--- config.mk ---
export PLATFORM = sky130hd
export DESIGN_NAME = acs_exec
export DESIGN_NICKNAME = d
export VERILOG_FILES = /design/src/rtl/acs_pkg.sv /design/src/rtl/acs_exec.sv
export SDC_FILE = /design/constraint.sdc
export NUM_CORES = 1
export LEC_CHECK = 0
export BUFFER_PORTS_ARGS = -buffer_cell sky130_fd_sc_hd__buf_4
export CAP_MARGIN = 20
export CELL_PAD_IN_SITES_DETAIL_PLACEMENT = 1
export CELL_PAD_IN_SITES_GLOBAL_PLACEMENT = 1
export CORE_MARGIN = 2
export CORE_UTILIZATION = 32
export DETAILED_ROUTE_END_ITERATION = 8
export GPL_ROUTABILITY_DRIVEN = 0
export PLACE_DENSITY_LB_ADDON = 0.1
export SLEW_MARGIN = 0
export SYNTH_ARGS = -nofsm -noshare
export SYNTH_HDL_FRONTEND = slang
export SYNTH_SLANG_ARGS = --single-unit
--- constraint.sdc ---
create_clock -name vclk -period 4.9
set_clock_uncertainty 0.1 [all_clocks]
set_input_delay 0.98 -clock vclk [all_inputs]
set_output_delay 0.98 -clock vclk [all_outputs]
set_load 0.05 [all_outputs]
--- src/rtl/acs_pkg.sv ---
`timescale 1ns / 1ps

package acs_pkg;

    localparam int MEM_WORDS = 4096;
    localparam int MEM_AW    = $clog2(MEM_WORDS);
    localparam int WORD_W    = 16;
    localparam int PC_W      = 12;

    localparam logic [WORD_W-1:0] OPC_MASK  = 16'hF000;
    localparam logic [WORD_W-1:0] OPR_MASK  = 16'h0FFF;
    localparam logic [WORD_W:0]   OVF_LIMIT = 17'd255;
    localparam logic [WORD_W-1:0] HALT_WORD = 16'h0000;

    localparam logic [1:0] K_WRITE   = 2'd0;
    localparam logic [1:0] K_STEP    = 2'd1;
    localparam logic [1:0] K_RESTART = 2'd2;

    typedef enum logic [3:0] {
        OP_HLT = 4'd0,
        OP_ADD = 4'd1,
        OP_SUB = 4'd2,
        OP_STA = 4'd3,
        OP_LDA = 4'd4,
        OP_BRA = 4'd5,
        OP_BRZ = 4'd6,
        OP_BRP = 4'd7,
        OP_INP = 4'd8,
        OP_OUT = 4'd9
    } op_t;

    typedef enum logic [1:0] {
        S_IDLE,
        S_FETCH,
        S_OPER,
        S_DONE
    } state_t;

    typedef struct packed {
        logic [1:0]  kind;
        logic [11:0] address;
        logic [15:0] write_data;
        logic [7:0]  input_value;
    } req_t;

    typedef struct packed {
        logic        out_valid;
        logic [15:0] out_value;
        logic        halted;
        logic        overflow_flag;
        logic        underflow_flag;
        logic        illegal_opcode;
        logic [11:0] program_counter;
    } rsp_t;

    typedef struct packed {
        logic [PC_W-1:0]   pc;
        logic [WORD_W-1:0] acc;
        logic              halt;
        logic              ovf;
        logic              unf;
    } cpu_state_t;

    typedef struct packed {
        cpu_state_t        nxt;
        logic              emit;
        logic [WORD_W-1:0] emit_val;
        logic              illegal;
        logic              mem_we;
        logic [PC_W-1:0]   mem_addr;
        logic [WORD_W-1:0] mem_data;
    } exec_t;

    function automatic logic addr_ok(input logic [PC_W-1:0] a);
        return ({1'b0, a} < (PC_W+1)'(MEM_WORDS));
    endfunction

endpackage

--- src/rtl/acs_exec.sv ---
`timescale 1ns / 1ps

module acs_exec (
    input  logic [acs_pkg::WORD_W-1:0] ir,
    input  logic [acs_pkg::WORD_W-1:0] operand_data,
    input  logic [7:0]                 input_value,
    input  acs_pkg::cpu_state_t        cur,
    output acs_pkg::exec_t             ex
);
    import acs_pkg::*;

    logic [3:0]        opc;
    logic [PC_W-1:0]   opr;
    logic [PC_W-1:0]   pc_inc;
    logic [WORD_W:0]   sum;
    logic [WORD_W-1:0] diff;

    assign opc    = 4'((ir & OPC_MASK) >> 12);
    assign opr    = PC_W'(ir & OPR_MASK);
    assign pc_inc = cur.pc + PC_W'(1);
    assign sum    = {1'b0, cur.acc} + {1'b0, operand_data};
    assign diff   = cur.acc - operand_data;

    always_comb
    begin
        ex          = '0;
        ex.nxt      = cur;
        ex.nxt.pc   = pc_inc;
        ex.mem_addr = opr;
        ex.mem_data = cur.acc;
        unique case (opc)
            OP_HLT: ex.nxt.halt = 1'b1;
            OP_ADD:
            begin
                ex.nxt.ovf = (sum > OVF_LIMIT);
                ex.nxt.acc = sum[WORD_W-1:0];
            end
            OP_SUB:
            begin
                ex.nxt.unf = (operand_data > cur.acc);
                ex.nxt.acc = diff;
            end
            OP_STA: ex.mem_we = 1'b1;
            OP_LDA: ex.nxt.acc = operand_data;
            OP_BRA: ex.nxt.pc = opr;
            OP_BRZ:
            begin
                if (cur.acc == '0 && !cur.unf && !cur.ovf)
                begin
                    ex.nxt.pc = opr;
                end
            end
            OP_BRP:
            begin
                if (!cur.unf || cur.acc == '0)
                begin
                    ex.nxt.pc = opr;
                end
            end
            OP_INP: ex.nxt.acc = {8'b0, input_value};
            OP_OUT:
            begin
                ex.emit     = 1'b1;
                ex.emit_val = cur.acc;
            end
            default:
            begin
                // undefined opcode: plant a halt word at the next pc
                ex.illegal  = 1'b1;
                ex.mem_we   = 1'b1;
                ex.mem_addr = pc_inc;
                ex.mem_data = HALT_WORD;
            end
        endcase
    end

endmodule

# Word level (Yosys, flattened, before mapping)

Cells that the tools add are included.

Register bits after elaboration: 0
Bits in latches: 0
Memory bits (writable): 0
ROM bits: 0
Input bits: 71
Logic and storage cells: 34
Memories: 0

Add/subtract/negate cells: 3
$mul: 0
Divide/modulo/power cells: 0
Order comparisons: 2
Equal/unequal tests: 9
Shift operators: 0
Multiplexer cells: 11
Bitwise logic cells: 0
Reductions and logical operators: 9

Operator list:

| kind                  | number |
|---|---|
| $pmux 16 s4           | 1 |
| $pmux 12 s3           | 1 |
| $mux 28               | 1 |
| $mux 12               | 2 |
| $add 16x16->17        | 1 |
| $gt 17x8->1 const B   | 1 |
| $mux 17               | 1 |
| $eq 4x3->1 const B    | 4 |
| $gt 16x16->1          | 1 |
| $logic_not 16->1      | 1 |
| $sub 16x16->16        | 1 |
| $add 12x1->12 const B | 1 |
| $reduce_or 10->1      | 1 |
| $reduce_or 9->1       | 1 |
| $eq 4x2->1 const B    | 2 |
| $eq 4x4->1 const B    | 2 |
| $mux 1                | 5 |
| $eq 4x1->1 const B    | 1 |
| $logic_not 4->1       | 1 |
| $logic_and 1x1->1     | 2 |
| $logic_not 1->1       | 2 |
| $logic_or 1x1->1      | 1 |

# Depth between registers and ports, before layout

Gate-level depths: netlist of run 1.

Word-level depth: 5
Depth in mapped cells: 12
Gate-level depth less buffers: 12

# Worst setup path before layout of run 1

OpenSTA, ideal clock, no wires.

Kind: input to output
Start point: input port operand_data[1] in the netlist's numbering
End point: output port ex[65] in the netlist's numbering
Arrival: 3.509 ns
Path slack: 0.311 ns
Cell stages on the path: 10
Cells stage by stage: inv_1 > ha_1 > nand2b_1 > a221oi_2 > o21ba_2 > a311oi_4 > a2111oi_1 > o21a_1 > nor3_1 > o22ai_1

RTL lines:

| item               | line          | source |
|---|---|---|
| start: declaration | acs_exec.sv:5 | `input logic [acs_pkg::WORD_W-1:0] operand_data,` |
| end: declaration   | acs_exec.sv:8 | `output acs_pkg::exec_t ex` |

==> metrics.log, run 1 <==
INFO  metric worst-slew-pin-transition = 0.597 ns
INFO  metric ios = 149
INFO  metric status = finished clean
INFO  metric multi_input_comb_area = 2810 um2
INFO  metric synthCells = 471
INFO  metric share_seq_of_total_power = 0
INFO  metric internal_power = 0.000233 W
INFO  metric clkPwrFrac = 0
INFO  metric critPathCaptureType = output port
INFO  metric yosys_warnings = 0
INFO  metric finish.instance_area = 4290 um2
INFO  metric peakVddDrop = 0.0000723 V
INFO  metric syn_nets = 577
INFO  metric wl = 13.8 mm
INFO  metric design.seq.count = 0
INFO  metric starting_utilization_of_the_core_area = 0.328
INFO  metric area_growth_syn_to_layout = 42.1%
INFO  metric row_count = 35
INFO  metric total_leakage_power = 2.15 nW
INFO  metric synth.yosys.seq_area_share = 0
INFO  metric worst_hold_path_type = in -> out
INFO  metric yosys.cell_count.top_type = sky130_fd_sc_hd__nand2_1
INFO  metric globalRoute.totalOverflow = 0
INFO  metric nets = 714
INFO  metric input_output_buffers = 149
INFO  metric most_numerous_cell_types_in_the_synthesized_netlist = sky130_fd_sc_hd__nand2_1, sky130_fd_sc_hd__nor2_1, sky130_fd_sc_hd__a21oi_1, sky130_fd_sc_hd__inv_1, sky130_fd_sc_hd__ha_1
INFO  metric crit_required = 3.82 ns
INFO  metric power.density_cell_area = 153 nW/um2
INFO  metric synth_top_cells_by_area = sky130_fd_sc_hd__ha_1, sky130_fd_sc_hd__nand2_1, sky130_fd_sc_hd__a21oi_1
INFO  metric setup.worst_path.class = in -> out
INFO  metric post_dp_cell_area = 4250 um2
INFO  metric maxCapViolCount = 0
INFO  metric cp_data_arrival_time = 3.68 ns
INFO  metric synth_top_area_frac = 0.137
INFO  metric report.power.total = 0.000655 W
INFO  metric finalCriticalPeriod = 4.76 ns
INFO  metric seqCellArea = 0 um2
INFO  metric yosysUniqueCellTypes = 64
INFO  metric design.core.area = 9200 um2
INFO  metric postRouteAntennaNets = 0
INFO  metric antenna-diode-count = 0
INFO  metric globalRouteTotalUtil = 0.268
INFO  metric power.combinational.fraction = 1.000
INFO  metric post_drt_via_cell_ratio = 5.68
INFO  metric normalized_max_slew_margin = 0.602
INFO  metric power_switching_share = 0.644
INFO  metric grt_pass1_vias = 4,328
INFO  metric die_height = 101 um
INFO  metric grt_start_max_net_pins = 28
INFO  metric p_switching = 0.000422 W
INFO  metric report.final.setup_viol = 0
INFO  metric die_w = 101 um
INFO  metric rsz_0062_raised_after_global_routing = true
INFO  metric antenna_violations_before_repair = 0
INFO  metric grt_pass1_wl = 22.2 mm
INFO  metric clock_buffers = 0
INFO  metric syn_area = 3020 um2
INFO  metric finalHoldViolCount = 0
INFO  metric detail_route.first_pass.iterations = 4
INFO  metric maxClockFrequency = 0.210 GHz
INFO  metric dp.final_hpwl = 11.1 mm
INFO  metric crit_path_max_fanout = 5
INFO  metric hold_buffers = 0
INFO  metric detailedRoute.firstIterationViolations = 169
INFO  metric holdWs = 2.21 ns
INFO  metric syn_area_per_cell = 6.40 um2
INFO  metric post_route_cells_drive_above_1_share = 0.314
INFO  metric finalCritPeriodShare = 0.971
INFO  metric detailroute.via_count = 4,072
INFO  metric synth_largest_area_cell = sky130_fd_sc_hd__ha_1
INFO  metric num-fill-cells = 1,239
INFO  metric post_route_drc = 0
INFO  metric startpoint_type_of_the_worst_setup_path = input port
INFO  metric fin_util = 0.466
INFO  metric wire_per_inst = 19.3 um
INFO  metric area_of_the_die = 10,200 um2
INFO  metric maxSlewViolCount = 0
-- cells in the final DEF (no fill, tap or decap), drive strengths merged, types with 3 or more instances in the layout --
master and count:
o22ai 11, ha 33, o211ai 3, nand2 59, inv 36, a31oi 4
xnor2 17, nand3 6, or2 5, o21a 7, o221ai 6, buf 160
or3 6, nor4 4, nand4 4, and3 17, a22o 6, nand2b 8
o22a 3, nor2b 7, a21oi 37, o21ai 27, nor3 14, mux2 13
a221oi 5, and2 17, a21o 6, nor2 42, xor2 5, o21bai 5
a221o 4
-- through the flow --
stage	TNS, ns	setup slack [ns]	instances
5_1_grt	-0.0399	-0.0399	717
3_3_place_gp	0	0.101	716
4_1_cts	0	0.0294	716
6_report	0	0.140	717
2_1_floorplan	0	0.311	471
3_5_place_dp	-0.0106	-0.0106	716
-- power by group through the flow --
stage                     Combinational, W  Clock, W  Sequential, W
after floorplan                   0.000429         0              0
after global placement            0.000635         0              0
after detailed placement          0.000645         0              0
after CTS                         0.000649         0              0
after global routing              0.000704         0              0
final                             0.000655         0              0
-- cell families after synthesis --
logic type / Yosys count / share of synthesized area
and+or+nand+nor: 190 / 0.306
xor gates and xnor gates: 22 / 0.0639
buffers and inverters: 61 / 0.0792
adders and majority gates: 35 / 0.150
AOI/OAI and AO/OA: 149 / 0.349
muxes: 14 / 0.0518
-- critical path, stage by stage --
cell                        delay (ns)
sky130_fd_sc_hd__buf_4            0.12
sky130_fd_sc_hd__inv_1            0.14
sky130_fd_sc_hd__ha_1             0.26
sky130_fd_sc_hd__nand2b_1         0.18
sky130_fd_sc_hd__a221oi_2         0.33
sky130_fd_sc_hd__o21ba_2          0.27
sky130_fd_sc_hd__a311oi_4         0.15
sky130_fd_sc_hd__a2111oi_1        0.51
sky130_fd_sc_hd__nor3_1           0.13
sky130_fd_sc_hd__or2_0            0.24
sky130_fd_sc_hd__o22a_1           0.19
sky130_fd_sc_hd__buf_4            0.19
-- what timing repair did --
action / 4_1_cts / 5_1_grt
endpoints found under the hold margin: 0 / 0
buffers inserted: 0 / 1
gates cloned: 0 / 0
endpoints found under the setup margin: 1 / 2
resized for setup: 1 / 5
pin swaps: 2 / 2
-- path summary, 6_finish.rpt --
| kind | from | end | cells past startpoint |
|---|---|---|---|
| max | operand_data[1] | ex[48] | 12 |
| min | cur[2] | ex[49] | 3 |
-- per-layer routing --
| layer | wire length, um | vias up | global-route usage |
|---|---|---|---|
| met5 | 0 | - | 0 |
| met4 | 128 | 0 | 0.0385 |
| met3 | 1000 | 7 | 0.0423 |
| met2 | 6830 | 140 | 0.476 |
| met1 | 5860 | 1955 | 0.345 |
| li1 | - | 1970 | - |
-- area by class of cell --
cell class	instances	area share
Multi-Input combinational cell	410	0.656
Inverter	36	0.0315
Timing Repair Buffer	160	0.280
Tap cell	111	0.0324
Power figures use the tool's default switching activity.
==> run 2: changes to the inputs <==
--- a/config.mk
+++ b/config.mk
@@ -12,3 +12,3 @@
 export CORE_MARGIN = 2
-export CORE_UTILIZATION = 32
+export CORE_UTILIZATION = 25
 export DETAILED_ROUTE_END_ITERATION = 8
==> constraint.sdc (replaced) <==
create_clock -name vclk -period 4.9
set_clock_uncertainty 0.1 [all_clocks]
set_input_delay 0.49 -clock vclk [all_inputs]
set_output_delay 0.49 -clock vclk [all_outputs]
set_load 0.05 [all_outputs]
==> run 2 against run 1 <==
Final area decreased by 0.61%; power decreased by 0.85%; die area increased by 27%; worst setup slack improved by 0.81 ns; global-route usage decreased by 4.8 points; sequential share of layout area unchanged; non-clock buffer count decreased by 6; sequential cell count unchanged; count of clock-buffer cells in the layout unchanged; fmax increased by 21%; final cell count increased by 4.2%; highest routed layer unchanged.
==> metrics.log, run 2 (synthesis gave the netlist of run 1 again) <==
INFO  metric starting_utilization_of_the_core_area = 0.253
INFO  metric design.core.area = 11,900 um2
INFO  metric detail_route.wirelength.met1 = 6.71 mm
INFO  metric timing.setup.tns = 0 ns
INFO  metric met3_length = 735 um
INFO  metric nets = 708
INFO  metric grt_pass1_wl = 23.1 mm
INFO  metric post_route_drc = 0
INFO  metric routed-wl-met2 = 7.10 mm
INFO  metric finish.instance_area = 4260 um2
INFO  metric postRouteAntennaNets = 0
INFO  metric fin_util = 0.358
INFO  metric startpoint_type_of_the_worst_setup_path = input port
INFO  metric cp-startpoint = cur[3]
INFO  metric cp_data_arrival_time = 3.36 ns
INFO  metric worst-slew-pin-transition = 0.975 ns
INFO  metric area_of_the_die = 13,000 um2
INFO  metric report.final.setup_viol = 0
INFO  metric clock_buffers = 0
INFO  metric detailroute.via_count = 4,020
INFO  metric area_growth_syn_to_layout = 41.3%
INFO  metric total_leakage_power = 2.11 nW
INFO  metric antenna_violations_before_repair = 0
INFO  metric final_cell_mix = sky130_fd_sc_hd__buf_4, sky130_fd_sc_hd__nand2_1, sky130_fd_sc_hd__nor2_1
INFO  metric row_count = 40
INFO  metric die_height = 114 um
INFO  metric maxSlewViolCount = 0
INFO  metric wire_per_inst = 19.6 um
INFO  metric crit_path_max_fanout = 4
INFO  metric input_output_buffers = 149
INFO  metric peakVddDrop = 0.0000643 V
INFO  metric post_dp_cell_area = 4260 um2
INFO  metric grt_pass1_vias = 4,190
INFO  metric critPathCaptureType = output port
INFO  metric worstSetupEndpoint = ex[47]
INFO  metric worst_hold_path_type = in -> out
INFO  metric power.density_cell_area = 152 nW/um2
INFO  metric ios = 149
INFO  metric normalized_max_slew_margin = 0.346
INFO  metric globalRouteTotalUtil = 0.219
INFO  metric final_common_cell = sky130_fd_sc_hd__buf_4
INFO  metric final_cell_count_no_fill = 747
INFO  metric finalHoldViolCount = 0
INFO  metric post-place-cells = 747
INFO  metric detailedRoute.firstIterationViolations = 117
INFO  metric rsz_0062_raised_after_global_routing = false
INFO  metric crit_required = 4.31 ns
INFO  metric maxCapViolCount = 0
INFO  metric globalRoute.totalOverflow = 0
INFO  metric die_w = 114 um
INFO  metric design.seq.count = 0
INFO  metric post_drt_via_cell_ratio = 5.38
INFO  metric maxClockFrequency = 0.253 GHz
INFO  metric finalCriticalPeriod = 3.95 ns
INFO  metric seqCellArea = 0 um2
INFO  metric status = finished clean
INFO  metric grt_start_max_net_pins = 27
INFO  metric dp.final_hpwl = 11.5 mm
INFO  metric post_cts.repair.setup_buffers = 0
INFO  metric wl = 14.6 mm
INFO  metric maxUsedRoutingLayer = met4
INFO  metric finalCritPeriodShare = 0.806
INFO  metric cts-resized-gates = 0
INFO  metric detail_route.first_pass.iterations = 4
INFO  metric antenna-diode-count = 0
INFO  metric post_route_cells_drive_above_1_share = 0.302
INFO  metric setup.worst_path.class = in -> out
INFO  metric hold_buffers = 0
-- run 2: how the worst min path moves through the flow --
stage / slack [ns] / start / cells past startpoint / end
floorplan: 1.14 / cur[3] / 2 / ex[0]
global placement: 1.22 / cur[2] / 3 / ex[49]
detailed placement: 1.23 / cur[2] / 3 / ex[49]
CTS: 1.23 / cur[2] / 3 / ex[49]
global route: 1.24 / cur[2] / 3 / ex[49]
finish: 1.23 / cur[2] / 3 / ex[49]
-- run 2: report_power, final --
part / total, W / switching, W / internal (W)
Clock: 0 / 0 / 0
Combinational: 0.000649 / 0.000423 / 0.000227
Sequential: 0 / 0 / 0
-- run 2: area by class of cell --
class	instances	area [um2]
repair buffers	154	1160
fillers	1575	7650
well taps	147	184
multi-input cells	410	2790
inverters	36	135
-- run 2: metrics by stage --
stage	total power, W	hold WS, ns	setup WS, ns
after floorplan	0.000429	1.14	1.29
after CTS	0.000649	1.23	0.981
after global routing	0.000698	1.24	0.702
after global placement	0.000640	1.22	1.03
after detailed placement	0.000646	1.23	0.997
final	0.000649	1.23	0.953
-- run 2: worst max-delay path: stages --
cell and delay, ns:
sky130_fd_sc_hd__buf_4 0.13, sky130_fd_sc_hd__inv_1 0.08, sky130_fd_sc_hd__ha_1 0.18, sky130_fd_sc_hd__inv_1 0.06, sky130_fd_sc_hd__fa_1 0.41, sky130_fd_sc_hd__a21oi_1 0.21, sky130_fd_sc_hd__o21ai_1 0.13, sky130_fd_sc_hd__a31oi_1 0.26
sky130_fd_sc_hd__o41ai_2 0.12, sky130_fd_sc_hd__o211ai_1 0.30, sky130_fd_sc_hd__o21ai_1 0.16, sky130_fd_sc_hd__a2111oi_0 0.47, sky130_fd_sc_hd__a211o_1 0.16, sky130_fd_sc_hd__buf_4 0.19
-- run 2: layer usage --
metal | up-vias | global-route usage
met5 | - | 0
met4 | 0 | 0.0138
met3 | 8 | 0.0292
met2 | 112 | 0.386
met1 | 1945 | 0.299
li1 | 1955 | -
